## src/sv/bsfr_pkg.sv

```systemverilog
`default_nettype none
// ----------------------------------------------------------------------------
// bsfr_pkg
// Shared constants, types and the CRC-8 byte step of the battery status
// frame receiver.
// ----------------------------------------------------------------------------
package bsfr_pkg;

  localparam int unsigned FRAME_BYTES = 36;
  localparam int unsigned CNT_W       = $clog2(FRAME_BYTES);

  localparam logic [7:0] CRC_POLY = 8'h8C;
  localparam logic [7:0] CRC_INIT = 8'h00;

  // byte offsets inside a frame
  localparam logic [CNT_W-1:0] OFS_CHARGE    = CNT_W'(5);
  localparam logic [CNT_W-1:0] OFS_TEMP_LO   = CNT_W'(7);
  localparam logic [CNT_W-1:0] OFS_TEMP_HI   = CNT_W'(10);
  localparam logic [CNT_W-1:0] OFS_VOLT_L    = CNT_W'(21);
  localparam logic [CNT_W-1:0] OFS_VOLT_H    = CNT_W'(22);
  localparam logic [CNT_W-1:0] OFS_CURR_L    = CNT_W'(25);
  localparam logic [CNT_W-1:0] OFS_CURR_H    = CNT_W'(26);
  localparam logic [CNT_W-1:0] OFS_CELL_HI_L = CNT_W'(29);
  localparam logic [CNT_W-1:0] OFS_CELL_HI_H = CNT_W'(30);
  localparam logic [CNT_W-1:0] OFS_CELL_LO_L = CNT_W'(31);
  localparam logic [CNT_W-1:0] OFS_CELL_LO_H = CNT_W'(32);
  localparam logic [CNT_W-1:0] OFS_CRC       = CNT_W'(FRAME_BYTES - 1);

  localparam logic KIND_DATA    = 1'b0;
  localparam logic KIND_RESTART = 1'b1;

  typedef struct packed {
    logic               frame_good;
    logic [7:0]         charge_percent;
    logic [15:0]        pack_millivolts;
    logic signed [15:0] current_milliamps;
    logic [15:0]        cell_high_mv;
    logic [15:0]        cell_low_mv;
    logic [7:0]         temp_max;
    logic [7:0]         temp_min;
  } bsfr_result_t;

  // reflected CRC-8, one byte, LSB first
  function automatic logic [7:0] crc8_byte(input logic [7:0] crc_in,
                                           input logic [7:0] data);
    logic [7:0] crc;
    logic       fb;
    crc = crc_in;
    for (int i = 0; i < 8; i++) begin
      fb  = crc[0] ^ data[i];
      crc = {1'b0, crc[7:1]};
      if (fb) begin
        crc = crc ^ CRC_POLY;
      end
    end
    return crc;
  endfunction

endpackage
`default_nettype wire

```

## src/sv/battery_status_frame_receiver_top.sv

```systemverilog
`default_nettype none
// ----------------------------------------------------------------------------
// battery_status_frame_receiver_top
// Gathers fixed-length battery status frames, checks CRC-8 and reports fields.
// ----------------------------------------------------------------------------
// Takes one item per clock while in_stall_o is low. Each data item taken
// with no good frame held updates the running CRC, the byte count and the
// field captures in the same cycle; a frame's last byte produces one result.
// A two-entry output stage (output register plus skid register)
// decouples the sides: in_stall_o rises only while the skid register holds a
// result behind a stalled output. After a good frame data items are dropped
// until a restart item; a bad frame result has all fields zero.
module battery_status_frame_receiver_top
  import bsfr_pkg::*;
(
  input  wire logic               clk_i,
  input  wire logic               rst_ni,
  input  wire logic               in_valid_i,
  output logic                    in_stall_o,
  input  wire logic               kind_i,
  input  wire logic [7:0]         byte_value_i,
  output logic                    out_valid_o,
  input  wire logic               out_stall_i,
  output logic                    frame_good_o,
  output logic [7:0]              charge_percent_o,
  output logic [15:0]             pack_millivolts_o,
  output logic signed [15:0]      current_milliamps_o,
  output logic [15:0]             cell_high_mv_o,
  output logic [15:0]             cell_low_mv_o,
  output logic [7:0]              temp_max_o,
  output logic [7:0]              temp_min_o
);

  logic [7:0]       crc_q, crc_d;
  logic [CNT_W-1:0] cnt_q, cnt_d;
  logic             held_q, held_d;
  logic [7:0]       charge_q, charge_d;
  logic [15:0]      volt_q, volt_d;
  logic [15:0]      curr_q, curr_d;
  logic [15:0]      cell_hi_q, cell_hi_d;
  logic [15:0]      cell_lo_q, cell_lo_d;
  logic [7:0]       tmax_q, tmax_d;
  logic [7:0]       tmin_q, tmin_d;

  bsfr_result_t     res_d, out_q, skid_q;
  logic             res_vld;
  logic             out_vld_q, skid_vld_q;
  logic             in_fire, out_fire, good;

  assign in_stall_o = skid_vld_q;
  assign in_fire    = in_valid_i & ~skid_vld_q;
  assign out_fire   = out_vld_q & ~out_stall_i;
  assign good       = (byte_value_i == crc_q);

  always_comb begin
    crc_d     = crc_q;
    cnt_d     = cnt_q;
    held_d    = held_q;
    charge_d  = charge_q;
    volt_d    = volt_q;
    curr_d    = curr_q;
    cell_hi_d = cell_hi_q;
    cell_lo_d = cell_lo_q;
    tmax_d    = tmax_q;
    tmin_d    = tmin_q;
    res_vld   = 1'b0;
    res_d     = '0;
    if (in_fire) begin
      if (kind_i == KIND_RESTART) begin
        crc_d  = CRC_INIT;
        cnt_d  = '0;
        tmax_d = 8'h00;
        tmin_d = 8'hFF;
        held_d = 1'b0;
      end else if (!held_q) begin
        if (cnt_q >= OFS_CRC) begin
          res_vld = 1'b1;
          if (good) begin
            res_d.frame_good        = 1'b1;
            res_d.charge_percent    = charge_q;
            res_d.pack_millivolts   = volt_q;
            res_d.current_milliamps = curr_q;
            res_d.cell_high_mv      = cell_hi_q;
            res_d.cell_low_mv       = cell_lo_q;
            res_d.temp_max          = tmax_q;
            res_d.temp_min          = tmin_q;
            held_d                  = 1'b1;
          end
          crc_d  = CRC_INIT;
          cnt_d  = '0;
          tmax_d = 8'h00;
          tmin_d = 8'hFF;
        end else begin
          if (cnt_q == OFS_CHARGE)    charge_d        = byte_value_i;
          if (cnt_q == OFS_VOLT_L)    volt_d[7:0]     = byte_value_i;
          if (cnt_q == OFS_VOLT_H)    volt_d[15:8]    = byte_value_i;
          if (cnt_q == OFS_CURR_L)    curr_d[7:0]     = byte_value_i;
          if (cnt_q == OFS_CURR_H)    curr_d[15:8]    = byte_value_i;
          if (cnt_q == OFS_CELL_HI_L) cell_hi_d[7:0]  = byte_value_i;
          if (cnt_q == OFS_CELL_HI_H) cell_hi_d[15:8] = byte_value_i;
          if (cnt_q == OFS_CELL_LO_L) cell_lo_d[7:0]  = byte_value_i;
          if (cnt_q == OFS_CELL_LO_H) cell_lo_d[15:8] = byte_value_i;
          if (cnt_q >= OFS_TEMP_LO && cnt_q <= OFS_TEMP_HI) begin
            if (byte_value_i > tmax_q) tmax_d = byte_value_i;
            if (byte_value_i < tmin_q) tmin_d = byte_value_i;
          end
          crc_d = crc8_byte(crc_q, byte_value_i);
          cnt_d = cnt_q + CNT_W'(1);
        end
      end
    end
  end

  always_ff @(posedge clk_i or negedge rst_ni) begin
    if (!rst_ni) begin
      crc_q     <= CRC_INIT;
      cnt_q     <= '0;
      held_q    <= 1'b0;
      charge_q  <= '0;
      volt_q    <= '0;
      curr_q    <= '0;
      cell_hi_q <= '0;
      cell_lo_q <= '0;
      tmax_q    <= 8'h00;
      tmin_q    <= 8'hFF;
    end else begin
      crc_q     <= crc_d;
      cnt_q     <= cnt_d;
      held_q    <= held_d;
      charge_q  <= charge_d;
      volt_q    <= volt_d;
      curr_q    <= curr_d;
      cell_hi_q <= cell_hi_d;
      cell_lo_q <= cell_lo_d;
      tmax_q    <= tmax_d;
      tmin_q    <= tmin_d;
    end
  end

  // output register with skid
  always_ff @(posedge clk_i or negedge rst_ni) begin
    if (!rst_ni) begin
      out_vld_q  <= 1'b0;
      skid_vld_q <= 1'b0;
    end else begin
      if (skid_vld_q) begin
        if (out_fire) begin
          out_vld_q  <= 1'b1;
          skid_vld_q <= 1'b0;
        end
      end else if (res_vld) begin
        if (!out_vld_q || out_fire) begin
          out_vld_q <= 1'b1;
        end else begin
          skid_vld_q <= 1'b1;
        end
      end else if (out_fire) begin
        out_vld_q <= 1'b0;
      end
    end
  end

  always_ff @(posedge clk_i) begin
    if (skid_vld_q) begin
      if (out_fire) begin
        out_q <= skid_q;
      end
    end else if (res_vld) begin
      if (!out_vld_q || out_fire) begin
        out_q <= res_d;
      end else begin
        skid_q <= res_d;
      end
    end
  end

  assign out_valid_o         = out_vld_q;
  assign frame_good_o        = out_q.frame_good;
  assign charge_percent_o    = out_q.charge_percent;
  assign pack_millivolts_o   = out_q.pack_millivolts;
  assign current_milliamps_o = out_q.current_milliamps;
  assign cell_high_mv_o      = out_q.cell_high_mv;
  assign cell_low_mv_o       = out_q.cell_low_mv;
  assign temp_max_o          = out_q.temp_max;
  assign temp_min_o          = out_q.temp_min;

endmodule
`default_nettype wire

```

## config.mk

```make
export PLATFORM = sky130hd
export DESIGN_NAME = battery_status_frame_receiver_top
export DESIGN_NICKNAME = d
export VERILOG_FILES = /design/src/sv/bsfr_pkg.sv /design/src/sv/battery_status_frame_receiver_top.sv
export SDC_FILE = /design/constraint.sdc
export NUM_CORES = 1
export LEC_CHECK = 0
export BUFFER_PORTS_ARGS = -buffer_cell sky130_fd_sc_hd__clkbuf_2
export CORE_UTILIZATION = 43
export DETAILED_ROUTE_END_ITERATION = 10
export PLACE_DENSITY = 0.59
export SETUP_SLACK_MARGIN = 0.2
export SLEW_MARGIN = 20
export SYNTH_ARGS = -nofsm -noshare
export SYNTH_HDL_FRONTEND = slang
export SYNTH_SLANG_ARGS = --single-unit
```

## constraint.sdc

```tcl
create_clock -name clk_i -period 11.6 [get_ports clk_i]
set_clock_uncertainty 0.05 [all_clocks]
set_input_delay 1.74 -clock clk_i [delete_from_list [all_inputs] [get_ports clk_i]]
set_output_delay 1.74 -clock clk_i [all_outputs]
set_load 0.05 [all_outputs]
```

==> results.md <==
Run status:
- The run finished with clean final reports.

Final layout:
- The net count of the finished layout is 926.
- After filler insertion, the fill cell instance count of the layout stands at 2296.
- The design area is 0.01375 mm^2.
- The relative area change from synthesis to final layout is 16.18%.
- The share of cells above drive strength 1 is 27.92%.
- The multi-input combinational cells in the finished layout cover a total of 0.003548 mm^2.
- The combined flip-flop and latch cell area is 0.007984 mm^2.
- The repair_antennas step left the layout with diodes totalling 0.
- The final instance count without filler cells is 1258.

Logic synthesis:
- The most used flip-flop cell after synthesis is edfxtp_1.
- Sorting the synthesized cells by area gives the leading types as edfxtp_1 45%, dfrtp_1 21%, mux2_2 6.7%.
- In this run, distinct cell masters in the synthesized netlist total 49.
- Each instance of the synthesized netlist takes up on average 14.84 um^2.
- The number of nets handed over by synthesis was 830.
- The cell count after synthesis came out at 797.
- The number of enable-type register cells in the synthesized netlist is 178.
- The area share of the largest cell type after synthesis is 45.18%.
- During synthesis, Yosys emitted a total of 0 warnings.
- The flip-flop and latch count after synthesis is 283.
- By count the netlist is led by 178 x edfxtp_1, 97 x dfrtp_1, 76 x a22o_1.
- In the post-synthesis netlist, the cell with the most instances is edfxtp_1.
- Of all cell types, the one taking the most synthesized area is edfxtp_1.
- Summing the sequential cell areas from Yosys gives 67.47% of the chip area.
- Summing every instance area after synthesis gives 0.01183 mm^2.
- For this run, asynchronously set or reset flops after synthesis account for 37.10%.

Critical path:
- In this run the register-to-register setup slack is 7.95 ns.
- The standard cell with the maximum stage delay on the critical path is buf_4.
- Data on the critical path arrives at its endpoint at 5.23 ns.
- The startpoint-to-endpoint class of the critical path is input pin to flop.
- The number of gates on the worst path with buffers counted is 8.
- The startpoint of the most critical register-to-register path is crc_q[1]$_DFFE_PN0P_.
- The number of cells traversed by the worst register-to-register path is 7.
- In this run the worst path has a maximum fanout of 97.
- Walking the worst path, the cells encountered are clkbuf_2 > xor2_1 > nor4_1 > nand4_1 > nor2_4 > buf_12 > buf_4 > and2_1.
- The category of the worst setup path capture point is a flop.
- The worst setup path is launched from an input pin.
- The worst reg2reg path endpoint is skid_q[40]$_DFFE_PP_.
- The buffer and inverter count on the worst path is 3.
- The largest delay contributor family on the critical path is simple AND/OR/NAND/NOR gates.
- The endpoint required time on the critical path is 11.96 ns.
- The largest incremental delay on the critical path is 0.74 ns.

Global route:
- The initial antenna violation count was 0.
- The first-pass GRT wire length is 37730 um.
- The total global routing track utilization is 17.25%.
- The number of global-route vias before repair was 6456.
- For this run the aggregate overflow at the end of global routing stands at 0.
- The largest net degree at the start of global routing is 98.

STA:
- The total negative setup slack is 0 ns.
- The final-report setup violation count is 0.
- Setup repair after global routing left no endpoint under its margin.
- Static timing analysis puts the maximum clock frequency at 205.6 MHz.
- The worst max-slew margin expressed relative to the limit is 29.30%.
- The worst path needs 4.865 ns of the cycle, external delays included.
- The final count of pins violating max slew is 0.
- The final critical-path share of the clock period is 41.94%.
- At the pin with the least slew margin, the transition time is 1.061 ns.
- The count of final hold-check violations was 0.

Die:
- The count of standard-cell rows is 60.
- The region available for standard cell placement spans 0.02695 mm^2.
- In this run the horizontal extent of the chip is 167.9 um.
- The die covers 0.02818 mm^2.
- The initial core utilization is 43.90%.
- In this run the count of I/O pins placed on the die edge is 104.
- The die height is 167.9 um.

Placement:
- The number of port buffers is 103.
- The cell total after placement is 1201.
- The last weighted congestion value of the routability-driven placer is 0.7969.
- Once placement finished, the instance area stood at 0.01260 mm^2.
- The detailed placement HPWL is 13970 um.

Clock network:
- TritonCTS built the clock tree.
- CTS built an H-tree with a depth of 1.
- The hold buffer count at CTS is 0.
- The clock buffer count from CTS is 30.
- After clock tree synthesis, the repair step resized 0 gates.
- Once the clock tree was built, the setup fixing pass inserted 0 buffers.
- Clock latency on the worst-skew pair, taken at its later pin, is 0.55 ns.
- Counting along the longest clock path gives a buffer depth of 3.
- Clock-pin slew was measured on the worst setup and hold paths at 0.06 ns.
- The cell at the root of the clock tree is clkbuf_16.
- For this design, the sink count on the clock tree is 283.

Power and ir drop:
- The logic gate share of total power is 10.5%.
- The total power draw is 2.483 mW.
- The maximum vdd ir drop is 0.1184 mV.
- The net switching power is 579.0 uW.
- The reported leakage power is 5.679 nW.
- The net switching fraction of the power is 23.31%.
- The sequential group share of total power is 46.5%.
- The ratio of total power to cell area is 180.7 mW/mm^2.
- In this run, the clock network consumes 43.0% of the power.
- The internal power is 1.905 mW.

Job:
- The number of maximum-capacitance constraint violations is 0.

Route:
- The total number of vias is 6580.
- The count of TritonRoute iterations in the first routing pass is 4.
- The post-detailed-routing wire length is 24020 um.
- Once detail routing completed, the nets flagged for antenna violations numbered 0.
- The detailed router's first-iteration violation count is 386.
- In the routed layout, each cell is associated on average with a via count of 5.231.
- In the routed design, unresolved DRC markers number 0.
- The detail-routed net length per standard cell is 19.09 um.

Hold path:
- The path type of the worst min-delay path is flop to flop.
- Along the worst hold path, the cell count comes to 2.
- For hold timing, the worst endpoint is crc_q[1]$_DFFE_PN0P_.
- The beginning of the worst hold path is crc_q[1]$_DFFE_PN0P_.
==> metrics by stage <==
stage	utilization [%]	hold slack [ns]	worst slack, ns
2_1_floorplan	-	0.4141	1.952
3_3_place_gp	46.74	0.4324	5.777
3_5_place_dp	46.75	0.4368	5.744
4_1_cts	50.93	0.4505	6.295
5_1_grt	51.00	0.4865	6.510
6_report	51.00	0.4439	6.735
==> cells in the final DEF (no fill, tap or decap), drive strengths merged, types with 9 or more instances in the layout <==
| cell | n |
|---|---|
| edfxtp | 178 |
| clkbuf | 141 |
| dfrtp | 97 |
| a22o | 76 |
| and2 | 74 |
| mux2 | 70 |
| nand2 | 34 |
| nor2 | 28 |
| ha | 20 |
| inv | 20 |
| a21o | 17 |
| nor3 | 16 |
| mux2i | 16 |
| o21ai | 15 |
| xnor2 | 13 |
| xor2 | 10 |
| a21oi | 9 |
| buf | 9 |
==> flip-flops by register name, summed over array words and instances (netlist names), 6 cells and up <==
signal / flops
skid_q: 89
cell_hi_q: 16
cell_high_mv_o: 16
cell_lo_q: 16
cell_low_mv_o: 16
curr_q: 16
current_milliamps_o: 16
pack_millivolts_o: 16
volt_q: 16
charge_percent_o: 8
charge_q: 8
crc_q: 8
temp_max_o: 8
temp_min_o: 8
tmax_q: 8
tmin_q: 8
cnt_q: 6
==> worst register-to-register path, cell delays in order (launching register included) <==
cell and delay [ns]:
dfrtp_1 0.38, xor2_1 0.21, nor4_1 0.32, nand4_1 0.70
nor2_4 0.58, buf_12 0.25, buf_4 0.76, and2_1 0.27
==> power by group through the flow <==
stage	combinational [mW]	sequential, mW	clock, mW
after floorplan	0.214	1.16	0
after global placement	0.258	1.17	0
after detailed placement	0.262	1.17	0
after CTS	0.263	1.15	1.09
after global routing	0.294	1.16	1.13
final	0.260	1.15	1.07
==> layout make-up <==
class,count,share of cell area [%]
inverters,19,0.5188
repair buffers,111,4.296
flip-flops and latches,283,58.08
clock inverters,17,2.185
multi-input cells,448,25.81
well taps,341,3.104
clock buffers,39,5.999
==> worst max path at each step <==
| stage | startpoint | end | slack (ns) |
|---|---|---|---|
| global route | byte_value_i[1] | skid_q[71]$_DFFE_PP_ | 6.51 |
| CTS | byte_value_i[1] | skid_q[40]$_DFFE_PP_ | 6.29 |
| floorplan | kind_i | cell_high_mv_o[0]$_DFFE_PP_ | 1.95 |
| detailed placement | byte_value_i[1] | current_milliamps_o[10]$_DFFE_PP_ | 5.74 |
| finish | byte_value_i[1] | skid_q[40]$_DFFE_PP_ | 6.74 |
| global placement | byte_value_i[1] | cell_high_mv_o[1]$_DFFE_PP_ | 5.78 |
==> metal layers <==
metal  track usage, %  share of wire [%]  vias to the layer above
met3            2.186                3.9                       32
met4            4.388                1.8                        0
met1            24.72                 47                     3292
li1                 -                  -                     3135
met2            27.90                 47                      121
met5                0                  0                        -
==> logic make-up (layout without fill, tap and decap cells) <==
group	Yosys count	count (layout)	share of synthesized area, %
AO/OA/AOI/OAI	134	134	8.904
XOR/XNOR	23	23	1.703
adder cells (fa/ha/maj)	20	20	2.115
buffers and inverters	66	186	2.771
flip-flops	283	283	67.47
multiplexers	86	86	8.016
AND/OR/NAND/NOR	185	185	9.021
Power figures use the tool's default switching activity.
